$ cat config.mk
export PLATFORM = sky130hd
export DESIGN_NAME = tcp_frame_header_classifier
export DESIGN_NICKNAME = d
export VERILOG_FILES = /design/src/design/tfhc_pkg.sv /design/src/design/tfhc_capture.sv /design/src/design/tfhc_classify.sv /design/src/design/tcp_frame_header_classifier.sv
export SDC_FILE = /design/constraint.sdc
export NUM_CORES = 1
export LEC_CHECK = 0
export BUFFER_PORTS_ARGS = -buffer_cell sky130_fd_sc_hd__buf_4
export CORE_MARGIN = 2
export CORE_UTILIZATION = 35
export DETAILED_ROUTE_END_ITERATION = 16
export GPL_TIMING_DRIVEN = 1
export SYNTH_ARGS = -nofsm -noshare
export SYNTH_HDL_FRONTEND = slang
export SYNTH_HIERARCHICAL = 1
export SYNTH_SLANG_ARGS = --single-unit
$ cat constraint.sdc
create_clock -name clk -period 21.1 [get_ports clk]
set_input_delay 2.11 -clock clk [delete_from_list [all_inputs] [get_ports clk]]
set_output_delay 2.11 -clock clk [all_outputs]
set_load 0.05 [all_outputs]
$ cat src/design/tfhc_pkg.sv
// Shared types and constants for the TCP frame header classifier.
package tfhc_pkg;

	localparam logic [15:0] MAX_FRAME_BYTES = 16'd65535;
	localparam logic [7:0]  ETH_LEN         = 8'd14;
	localparam logic [15:0] IP_MIN_END      = 16'd34;
	localparam logic [7:0]  TCP_PROTO       = 8'd6;
	localparam logic [3:0]  MIN_HDR_WORDS   = 4'd5;
	localparam logic [15:0] POS_IHL         = 16'd14;
	localparam logic [15:0] POS_PROTO       = 16'd23;
	localparam logic [15:0] POS_SRC_ADDR    = 16'd26;
	localparam logic [15:0] POS_DST_ADDR    = 16'd30;
	localparam logic [15:0] POS_IP_END      = 16'd34;
	localparam logic [7:0]  TCP_OFFSET_BYTE = 8'd12;
	localparam logic [7:0]  TCP_MIN_BYTES   = 8'd20;
	localparam logic [23:0] ASCII_GET       = 24'h474554;
	localparam logic [31:0] ASCII_HTTP      = 32'h48545450;

	localparam logic [15:0] WEB_PORT_RST      = 16'd80;
	localparam logic [15:0] TERMINAL_PORT_RST = 16'd23;
	localparam logic [15:0] FILE_PORT_RST     = 16'd21;

	localparam int CFG_INDEX_W = 2;
	localparam logic [CFG_INDEX_W-1:0] CFG_WEB_PORT      = 2'd0;
	localparam logic [CFG_INDEX_W-1:0] CFG_TERMINAL_PORT = 2'd1;
	localparam logic [CFG_INDEX_W-1:0] CFG_FILE_PORT     = 2'd2;

	typedef enum logic [2:0] {
		ST_OK,
		ST_SHORT_ETH,
		ST_SHORT_IP,
		ST_SHORT_IP_OPT,
		ST_NOT_TCP,
		ST_SHORT_TCP,
		ST_BAD_HDR_LEN,
		ST_NO_PAYLOAD
	} status_t;

	typedef enum logic [1:0] {
		SVC_NONE,
		SVC_WEB,
		SVC_TERMINAL,
		SVC_FILE
	} service_t;

	typedef struct packed {
		logic [15:0] byte_position;
		logic [3:0]  ip_words;
		logic [7:0]  protocol_number;
		logic [31:0] src_addr;
		logic [31:0] dst_addr;
		logic [15:0] tcp_sport;
		logic [15:0] tcp_dport;
		logic [3:0]  tcp_words;
		logic [31:0] prefix_bytes;
	} frame_t;

	typedef struct packed {
		logic [15:0] web_port;
		logic [15:0] terminal_port;
		logic [15:0] file_port;
	} port_cfg_t;

	typedef struct packed {
		status_t     status;
		service_t    server_service;
		service_t    client_service;
		logic [31:0] source_address;
		logic [31:0] destination_address;
		logic [15:0] source_port;
		logic [15:0] destination_port;
		logic [15:0] payload_start;
		logic [15:0] payload_length;
		logic        request_prefix;
		logic        response_prefix;
	} result_t;

endpackage

$ cat src/design/tfhc_capture.sv
// Per-frame header capture: byte counter and captured header fields.
module tfhc_capture (
	input  logic           clk,
	input  logic           arst_n,
	input  logic           step,
	input  logic [7:0]     data_byte,
	input  logic           last_byte,
	output tfhc_pkg::frame_t frame_next
);

	tfhc_pkg::frame_t frame_q;

	logic [7:0]  tcp_start;
	logic [7:0]  pay_start;
	logic [15:0] pos;
	logic [15:0] tcp_lo;
	logic [15:0] pay_lo;
	logic [15:0] pay_k;

	always_comb begin
		pos       = frame_q.byte_position;
		tcp_start = tfhc_pkg::ETH_LEN + {2'b00, frame_q.ip_words, 2'b00};
		pay_start = tcp_start + {2'b00, frame_q.tcp_words, 2'b00};
		tcp_lo    = {8'd0, tcp_start};
		pay_lo    = {8'd0, pay_start};
		pay_k     = pos - pay_lo;
		frame_next = frame_q;
		if (pos != tfhc_pkg::MAX_FRAME_BYTES) begin
			if (pos == tfhc_pkg::POS_IHL) begin
				frame_next.ip_words = data_byte[3:0];
			end
			if (pos == tfhc_pkg::POS_PROTO) begin
				frame_next.protocol_number = data_byte;
			end
			if (pos >= tfhc_pkg::POS_SRC_ADDR && pos < tfhc_pkg::POS_DST_ADDR) begin
				frame_next.src_addr = {frame_q.src_addr[23:0], data_byte};
			end
			if (pos >= tfhc_pkg::POS_DST_ADDR && pos < tfhc_pkg::POS_IP_END) begin
				frame_next.dst_addr = {frame_q.dst_addr[23:0], data_byte};
			end
			if (frame_next.ip_words >= tfhc_pkg::MIN_HDR_WORDS) begin
				if (pos >= tcp_lo && pos < tcp_lo + 16'd2) begin
					frame_next.tcp_sport = {frame_q.tcp_sport[7:0], data_byte};
				end
				if (pos >= tcp_lo + 16'd2 && pos < tcp_lo + 16'd4) begin
					frame_next.tcp_dport = {frame_q.tcp_dport[7:0], data_byte};
				end
				if (pos == tcp_lo + {8'd0, tfhc_pkg::TCP_OFFSET_BYTE}) begin
					frame_next.tcp_words = data_byte[7:4];
				end
			end
			if (frame_next.tcp_words >= tfhc_pkg::MIN_HDR_WORDS
				&& pos >= pay_lo && pos < pay_lo + 16'd4) begin
				unique case (pay_k[1:0])
					2'd0: frame_next.prefix_bytes[31:24] = frame_q.prefix_bytes[31:24] | data_byte;
					2'd1: frame_next.prefix_bytes[23:16] = frame_q.prefix_bytes[23:16] | data_byte;
					2'd2: frame_next.prefix_bytes[15:8]  = frame_q.prefix_bytes[15:8] | data_byte;
					default: frame_next.prefix_bytes[7:0] = frame_q.prefix_bytes[7:0] | data_byte;
				endcase
			end
			frame_next.byte_position = pos + 16'd1;
		end
	end

	always_ff @(posedge clk or negedge arst_n) begin
		if (!arst_n) begin
			frame_q <= '0;
		end else if (step) begin
			if (last_byte) begin
				frame_q <= '0;
			end else begin
				frame_q <= frame_next;
			end
		end
	end

endmodule

$ cat src/design/tfhc_classify.sv
// Frame classification: status, service match, payload bounds and prefix flags.
module tfhc_classify (
	input  tfhc_pkg::frame_t    frame,
	input  tfhc_pkg::port_cfg_t ports,
	output tfhc_pkg::result_t   result
);

	logic [7:0]  tcp_start;
	logic [7:0]  pay_start;
	logic [15:0] len;
	logic [15:0] plen;
	tfhc_pkg::status_t status;

	function automatic tfhc_pkg::service_t match_service(
		input logic [15:0] port,
		input tfhc_pkg::port_cfg_t cfg
	);
		tfhc_pkg::service_t svc;
		priority if (port == cfg.web_port) begin
			svc = tfhc_pkg::SVC_WEB;
		end else if (port == cfg.terminal_port) begin
			svc = tfhc_pkg::SVC_TERMINAL;
		end else if (port == cfg.file_port) begin
			svc = tfhc_pkg::SVC_FILE;
		end else begin
			svc = tfhc_pkg::SVC_NONE;
		end
		return svc;
	endfunction

	always_comb begin
		len       = frame.byte_position;
		tcp_start = tfhc_pkg::ETH_LEN + {2'b00, frame.ip_words, 2'b00};
		pay_start = tcp_start + {2'b00, frame.tcp_words, 2'b00};
		plen      = len - {8'd0, pay_start};

		priority if (len < {8'd0, tfhc_pkg::ETH_LEN}) begin
			status = tfhc_pkg::ST_SHORT_ETH;
		end else if (len < tfhc_pkg::IP_MIN_END) begin
			status = tfhc_pkg::ST_SHORT_IP;
		end else if (frame.ip_words < tfhc_pkg::MIN_HDR_WORDS) begin
			status = tfhc_pkg::ST_BAD_HDR_LEN;
		end else if (len < {8'd0, tcp_start}) begin
			status = tfhc_pkg::ST_SHORT_IP_OPT;
		end else if (frame.protocol_number != tfhc_pkg::TCP_PROTO) begin
			status = tfhc_pkg::ST_NOT_TCP;
		end else if (len < {8'd0, tcp_start} + {8'd0, tfhc_pkg::TCP_MIN_BYTES}) begin
			status = tfhc_pkg::ST_SHORT_TCP;
		end else if (frame.tcp_words < tfhc_pkg::MIN_HDR_WORDS || len < {8'd0, pay_start}) begin
			status = tfhc_pkg::ST_BAD_HDR_LEN;
		end else if (len == {8'd0, pay_start}) begin
			status = tfhc_pkg::ST_NO_PAYLOAD;
		end else begin
			status = tfhc_pkg::ST_OK;
		end

		result = '0;
		result.status = status;
		if (status == tfhc_pkg::ST_OK || status == tfhc_pkg::ST_NO_PAYLOAD) begin
			result.source_address      = frame.src_addr;
			result.destination_address = frame.dst_addr;
			result.source_port         = frame.tcp_sport;
			result.destination_port    = frame.tcp_dport;
			result.payload_start       = {8'd0, pay_start};
			result.payload_length      = plen;
		end
		if (status == tfhc_pkg::ST_OK) begin
			result.server_service  = match_service(frame.tcp_sport, ports);
			result.client_service  = match_service(frame.tcp_dport, ports);
			result.request_prefix  = (plen >= 16'd3)
				&& (frame.prefix_bytes[31:8] == tfhc_pkg::ASCII_GET);
			result.response_prefix = (plen >= 16'd4)
				&& (frame.prefix_bytes == tfhc_pkg::ASCII_HTTP);
		end
	end

endmodule

$ cat src/design/tcp_frame_header_classifier.sv
// Top level of the TCP frame header classifier.
// Takes one frame byte per cycle; the byte flagged by last_byte closes the frame and,
// after it passes the frame record and output registers, one classification result appears.
// Bytes pass an input register, the header capture counters, a frame record register
// and an output register, so a new frame may start on the cycle after a last byte and
// the sustained rate is one byte per cycle; only a last byte can wait, and only while
// both frame record and output registers hold results and out_ready is low. Port numbers
// must be written by the user through the cfg port while no frame is in flight; unenforced.
module tcp_frame_header_classifier (
	input  logic        clk,
	input  logic        arst_n,
	input  logic        cfg_write_enable,
	input  logic [1:0]  cfg_index,
	input  logic [15:0] cfg_data,
	input  logic        in_valid,
	output logic        in_ready,
	input  logic [7:0]  data_byte,
	input  logic        last_byte,
	output logic        out_valid,
	input  logic        out_ready,
	output logic [2:0]  frame_status,
	output logic [1:0]  server_service,
	output logic [1:0]  client_service,
	output logic [31:0] source_address,
	output logic [31:0] destination_address,
	output logic [15:0] source_port,
	output logic [15:0] destination_port,
	output logic [15:0] payload_start,
	output logic [15:0] payload_length,
	output logic        request_prefix,
	output logic        response_prefix
);

	tfhc_pkg::port_cfg_t ports_q;
	logic                valid_s1;
	logic [7:0]          byte_s1;
	logic                last_s1;
	logic                valid_s2;
	tfhc_pkg::frame_t    frame_s2;
	tfhc_pkg::frame_t    frame_next;
	tfhc_pkg::result_t   result;
	tfhc_pkg::result_t   result_q;
	logic                out_valid_q;
	logic                adv1;
	logic                adv2;
	logic                free2;

	assign adv2     = valid_s2 && (!out_valid_q || out_ready);
	assign free2    = !valid_s2 || adv2;
	assign adv1     = valid_s1 && (!last_s1 || free2);
	assign in_ready = !valid_s1 || adv1;

	always_ff @(posedge clk or negedge arst_n) begin
		if (!arst_n) begin
			ports_q.web_port      <= tfhc_pkg::WEB_PORT_RST;
			ports_q.terminal_port <= tfhc_pkg::TERMINAL_PORT_RST;
			ports_q.file_port     <= tfhc_pkg::FILE_PORT_RST;
		end else if (cfg_write_enable) begin
			unique case (cfg_index)
				tfhc_pkg::CFG_WEB_PORT:      ports_q.web_port      <= cfg_data;
				tfhc_pkg::CFG_TERMINAL_PORT: ports_q.terminal_port <= cfg_data;
				tfhc_pkg::CFG_FILE_PORT:     ports_q.file_port     <= cfg_data;
				default: ;
			endcase
		end
	end

	always_ff @(posedge clk or negedge arst_n) begin
		if (!arst_n) begin
			valid_s1 <= 1'b0;
		end else if (in_ready) begin
			valid_s1 <= in_valid;
		end
	end

	always_ff @(posedge clk) begin
		if (in_ready && in_valid) begin
			byte_s1 <= data_byte;
			last_s1 <= last_byte;
		end
	end

	tfhc_capture u_capture (
		.clk        (clk),
		.arst_n     (arst_n),
		.step       (adv1),
		.data_byte  (byte_s1),
		.last_byte  (last_s1),
		.frame_next (frame_next)
	);

	always_ff @(posedge clk or negedge arst_n) begin
		if (!arst_n) begin
			valid_s2 <= 1'b0;
		end else if (free2) begin
			valid_s2 <= adv1 && last_s1;
		end
	end

	always_ff @(posedge clk) begin
		if (adv1 && last_s1) begin
			frame_s2 <= frame_next;
		end
	end

	tfhc_classify u_classify (
		.frame  (frame_s2),
		.ports  (ports_q),
		.result (result)
	);

	always_ff @(posedge clk or negedge arst_n) begin
		if (!arst_n) begin
			out_valid_q <= 1'b0;
		end else if (adv2) begin
			out_valid_q <= 1'b1;
		end else if (out_ready) begin
			out_valid_q <= 1'b0;
		end
	end

	always_ff @(posedge clk) begin
		if (adv2) begin
			result_q <= result;
		end
	end

	assign out_valid           = out_valid_q;
	assign frame_status        = result_q.status;
	assign server_service      = result_q.server_service;
	assign client_service      = result_q.client_service;
	assign source_address      = result_q.source_address;
	assign destination_address = result_q.destination_address;
	assign source_port         = result_q.source_port;
	assign destination_port    = result_q.destination_port;
	assign payload_start       = result_q.payload_start;
	assign payload_length      = result_q.payload_length;
	assign request_prefix      = result_q.request_prefix;
	assign response_prefix     = result_q.response_prefix;

endmodule
==> flow_summary_export.csv <==
group,metric,value,unit
setup_path,arrival,6.27,ns
setup_path,slowest_stage,"a2111oi_1",
grt,grt_usage,17.0,%
setup_path,critical_path_cell_count,18,
worst_hold_path,hp-class,"register to register",
clock_network,hold_buffers,0,
setup_path,crit_chain,"inv_1, ha_1, xnor2_1, ha_1, a21oi_1, nand2_1, a21o_1, nand2_1, ha_1, and2_0, nand4_1, o21ai_0, a2111oi_1, o31a_1, a2111o_1, inv_2, buf_4, and2_1",
sta,drv_slew,0,
clock_network,htreeDepth,2,
sta,fin_worst_skew,0.0260,ns
setup_path,path_class,"register to register",
grt,grt_max_degree,161,
setup_path,critical_path.most_common_cell,"ha_1",
sta,fmax,170,MHz
sta,finalWorstSetupSlack,15.20,ns
setup_path,cp_top_family,"compound AO/OA/AOI/OAI gates",
power_and_ir_drop,powerDensity,86.2,nW/µm²
die,dieArea,72700,µm²
yosys,synth_edf_count,306,
yosys,ys_ff_latch,517,
placed_design,place.gp.congestion,0.850,
clock_network,cts_root_buffer,"clkbuf_16",
routing,viasPerCell,5.27,
routing,ant_nets,0,
setup_path,cpPeakStageDelay,0.70,ns
yosys,ys_async_sr_fraction,40.8,%
clock_network,numClockSinks,517,
grt,grt_pass1_vias,16200,
placed_design,dpl.hpwl,41300,µm
placed_design,port-buffer-count,170,
grt,antenna_found_initial,1,
routing,via_count,16200,
outcome,status,"complete, no violations",
yosys,syn_inst,1948,
grt,grt_overflow_total,0,
routing,dr.pass1.iters,5,
worst_hold_path,min_delay_path_depth,2,
cells_and_area,final_cell_mix,"edfxtp_1 (306), dfrtp_1 (202), buf_4 (192), mux2_2 (106), and2_1 (101)",
sta,relSlewSlack,24.8,%
setup_path,critPathCaptureType,"register",
yosys,post_synth_num_cell_types,92,
sta,hold_viol,0,
cells_and_area,nNetsFinal,2175,
sta,worst_pin_slew,1.13,ns
yosys,synth_flop_cell,"edfxtp_1",
clock_network,cts_tree,"yes",
setup_path,cp_num_buf_inv,3,
routing,wl,62800,µm
yosys,ys_seq_area_share,58.6,%
placed_design,dp_cells,2958,
clock_network,cts.repair.resized,0,
setup_path,crit_path_max_fanout,57,
clock_network,cts_buffer_depth,3,
die,fp.dieW,270,µm
cells_and_area,area.growth.synth_to_final,15.9,%
sta,post-route-period-util,28.0,%
power_and_ir_drop,peakVddDrop,0.0000664,V
clock_network,worstSkewPairLatency,0.64,ns
routing,routedWlPerCell,20.5,µm
yosys,syn_area,24700,µm²
routing,drc,0,
sta,fin_tns_setup,0,ns
routing,drtIter0Drc,1221,
sta,setup_viol,0,
yosys,synth_area_leader_cell,"edfxtp_1",
die,die-height,270,µm
clock_network,post_cts_buffers,0,
setup_path,cp-start-kind,"register",
sta,rsz0062_at_grt,"false",
die,start_util,35.3,%
placed_design,dp_slack,15.19,ns
power_and_ir_drop,p_leak,0.0113,µW
cells_and_area,antenna_cells,0,
sta,period_minus_slack,5.90,ns
yosys,postSynthAreaPerCell,12.7,µm²
cells_and_area,layout-drive-gt1-share,19.8,%
yosys,yosysWarnings,6,
yosys,synth_area_leaders,"edfxtp_1 (37%), dfrtp_1 (20%), mux2_2 (4.8%), o2bb2ai_1 (3.2%), ha_1 (3.2%)",
die,coreArea,69900,µm²
job,cap_violations,0,
cells_and_area,final_common_cell,"edfxtp_1",
clock_network,clk_pin_slew,0.06,ns
clock_network,numCtsBuffers,57,
setup_path,r2r_cells,18,
cells_and_area,final_cell_count_no_fill,3066,
die,ios,171,
yosys,synth_top_area_share,37.2,%
grt,grt_pass1_wl,98200,µm
setup_path,cp.required,21.47,ns
die,rows,97,
==> stage by stage <==
step | total power [µW] | instance area (µm²) | hold slack [ns] | util [%]
4_1_cts | 2500 | 28600 | 0.478 | 41.0
2_1_floorplan | 1410 | 24700 | 0.441 | -
6_report | 2470 | 28600 | 0.475 | 41.0
5_1_grt | 2570 | 28600 | 0.502 | 41.0
3_5_place_dp | 1520 | 26800 | 0.465 | 38.3
3_3_place_gp | 1510 | 26800 | 0.458 | 38.3
==> layer usage <==
layer / vias to the layer above / wire length, µm / track usage (%)
met5: - / 0 / 0
met4: 0 / 1680 / 5.25
met3: 95 / 2850 / 2.65
met2: 366 / 30100 / 27.5
met1: 8138 / 28200 / 23.6
li1: 7561 / - / -
==> cells in the mapped netlist (6+ instances only) <==
cell type,count
edfxtp_1,306
dfrtp_1,202
mux2_2,106
and2_1,102
nand2_1,97
clkbuf_1,92
o2bb2ai_1,91
a22oi_1,80
o21ai_0,77
xor2_1,75
ha_1,63
inv_1,61
nor2_1,61
xnor2_1,59
a21o_1,35
a22o_1,28
nand3_1,27
nand4_1,26
nor4_1,25
a21oi_1,24
o21bai_1,19
mux2i_1,18
nor3_1,18
buf_4,11
o211ai_1,11
o21a_1,11
nor2b_1,10
o311ai_0,10
a21boi_0,9
buf_1,9
dfstp_2,9
nand2b_1,9
or3_1,9
o2111ai_1,8
o221ai_1,8
buf_6,7
clkbuf_2,7
nand3b_1,7
a311oi_1,6
a31oi_1,6
==> cell type report <==
cell class                 instances  area [µm²]
fill                            6631       41300
tap                              940        1180
timing repair buffer             194        1480
sequential                       517       14500
clock buffer                      83        1590
inverter                          67         255
multi-input combinational       1240        9420
clock inverter                    25         243
==> cells by family after synthesis <==
group                      share of synthesized area [%]
AOI/OAI and AO/OA                                   14.4
xor gates and xnor gates                            4.91
adders and majority gates                           3.47
buffers and inverters                               3.51
DFF                                                 58.6
muxes                                               5.56
other                                             0.0304
and+or+nand+nor                                     9.54
==> report_power, final <==
group / switching (µW) / internal (µW)
clock network: 417 / 552
registers: 59.0 / 1140
logic: 193 / 105
total: 670 / 1800
==> tightest hold or removal path, delay by kind of cell, from the launching register on <==
family,cells,cell delay [ns]
flip-flops,1,0.33
AND/OR/NAND/NOR,1,0.04
AO/OA/AOI/OAI,1,0.06
==> final timing paths <==
| kind | start | to | slack [ns] |
|---|---|---|---|
| setup / recovery | frame_s2[140] | destination_address[1] | 15.20 |
| hold / removal | u_capture/frame_q[17] | u_capture/frame_q[17] | 0.48 |
| setup reg to reg | frame_s2[140] | destination_address[1] | 15.20 |
| hold reg to reg | u_capture/frame_q[17] | u_capture/frame_q[17] | 0.48 |
| max in group asynchronous | arst_n | u_capture/frame_q[79] | 18.10 |
| min in group asynchronous | arst_n | ports_q[7] | 1.54 |
==> flip-flops by register name, indices dropped and copies added, names as in the netlist, 32 cells and up <==
name,flops
frame_s2,160
destination_address,32
source_address,32
ports_q,48
u_capture/frame_q,144
No activity file was read; power rests on OpenSTA's default activity.
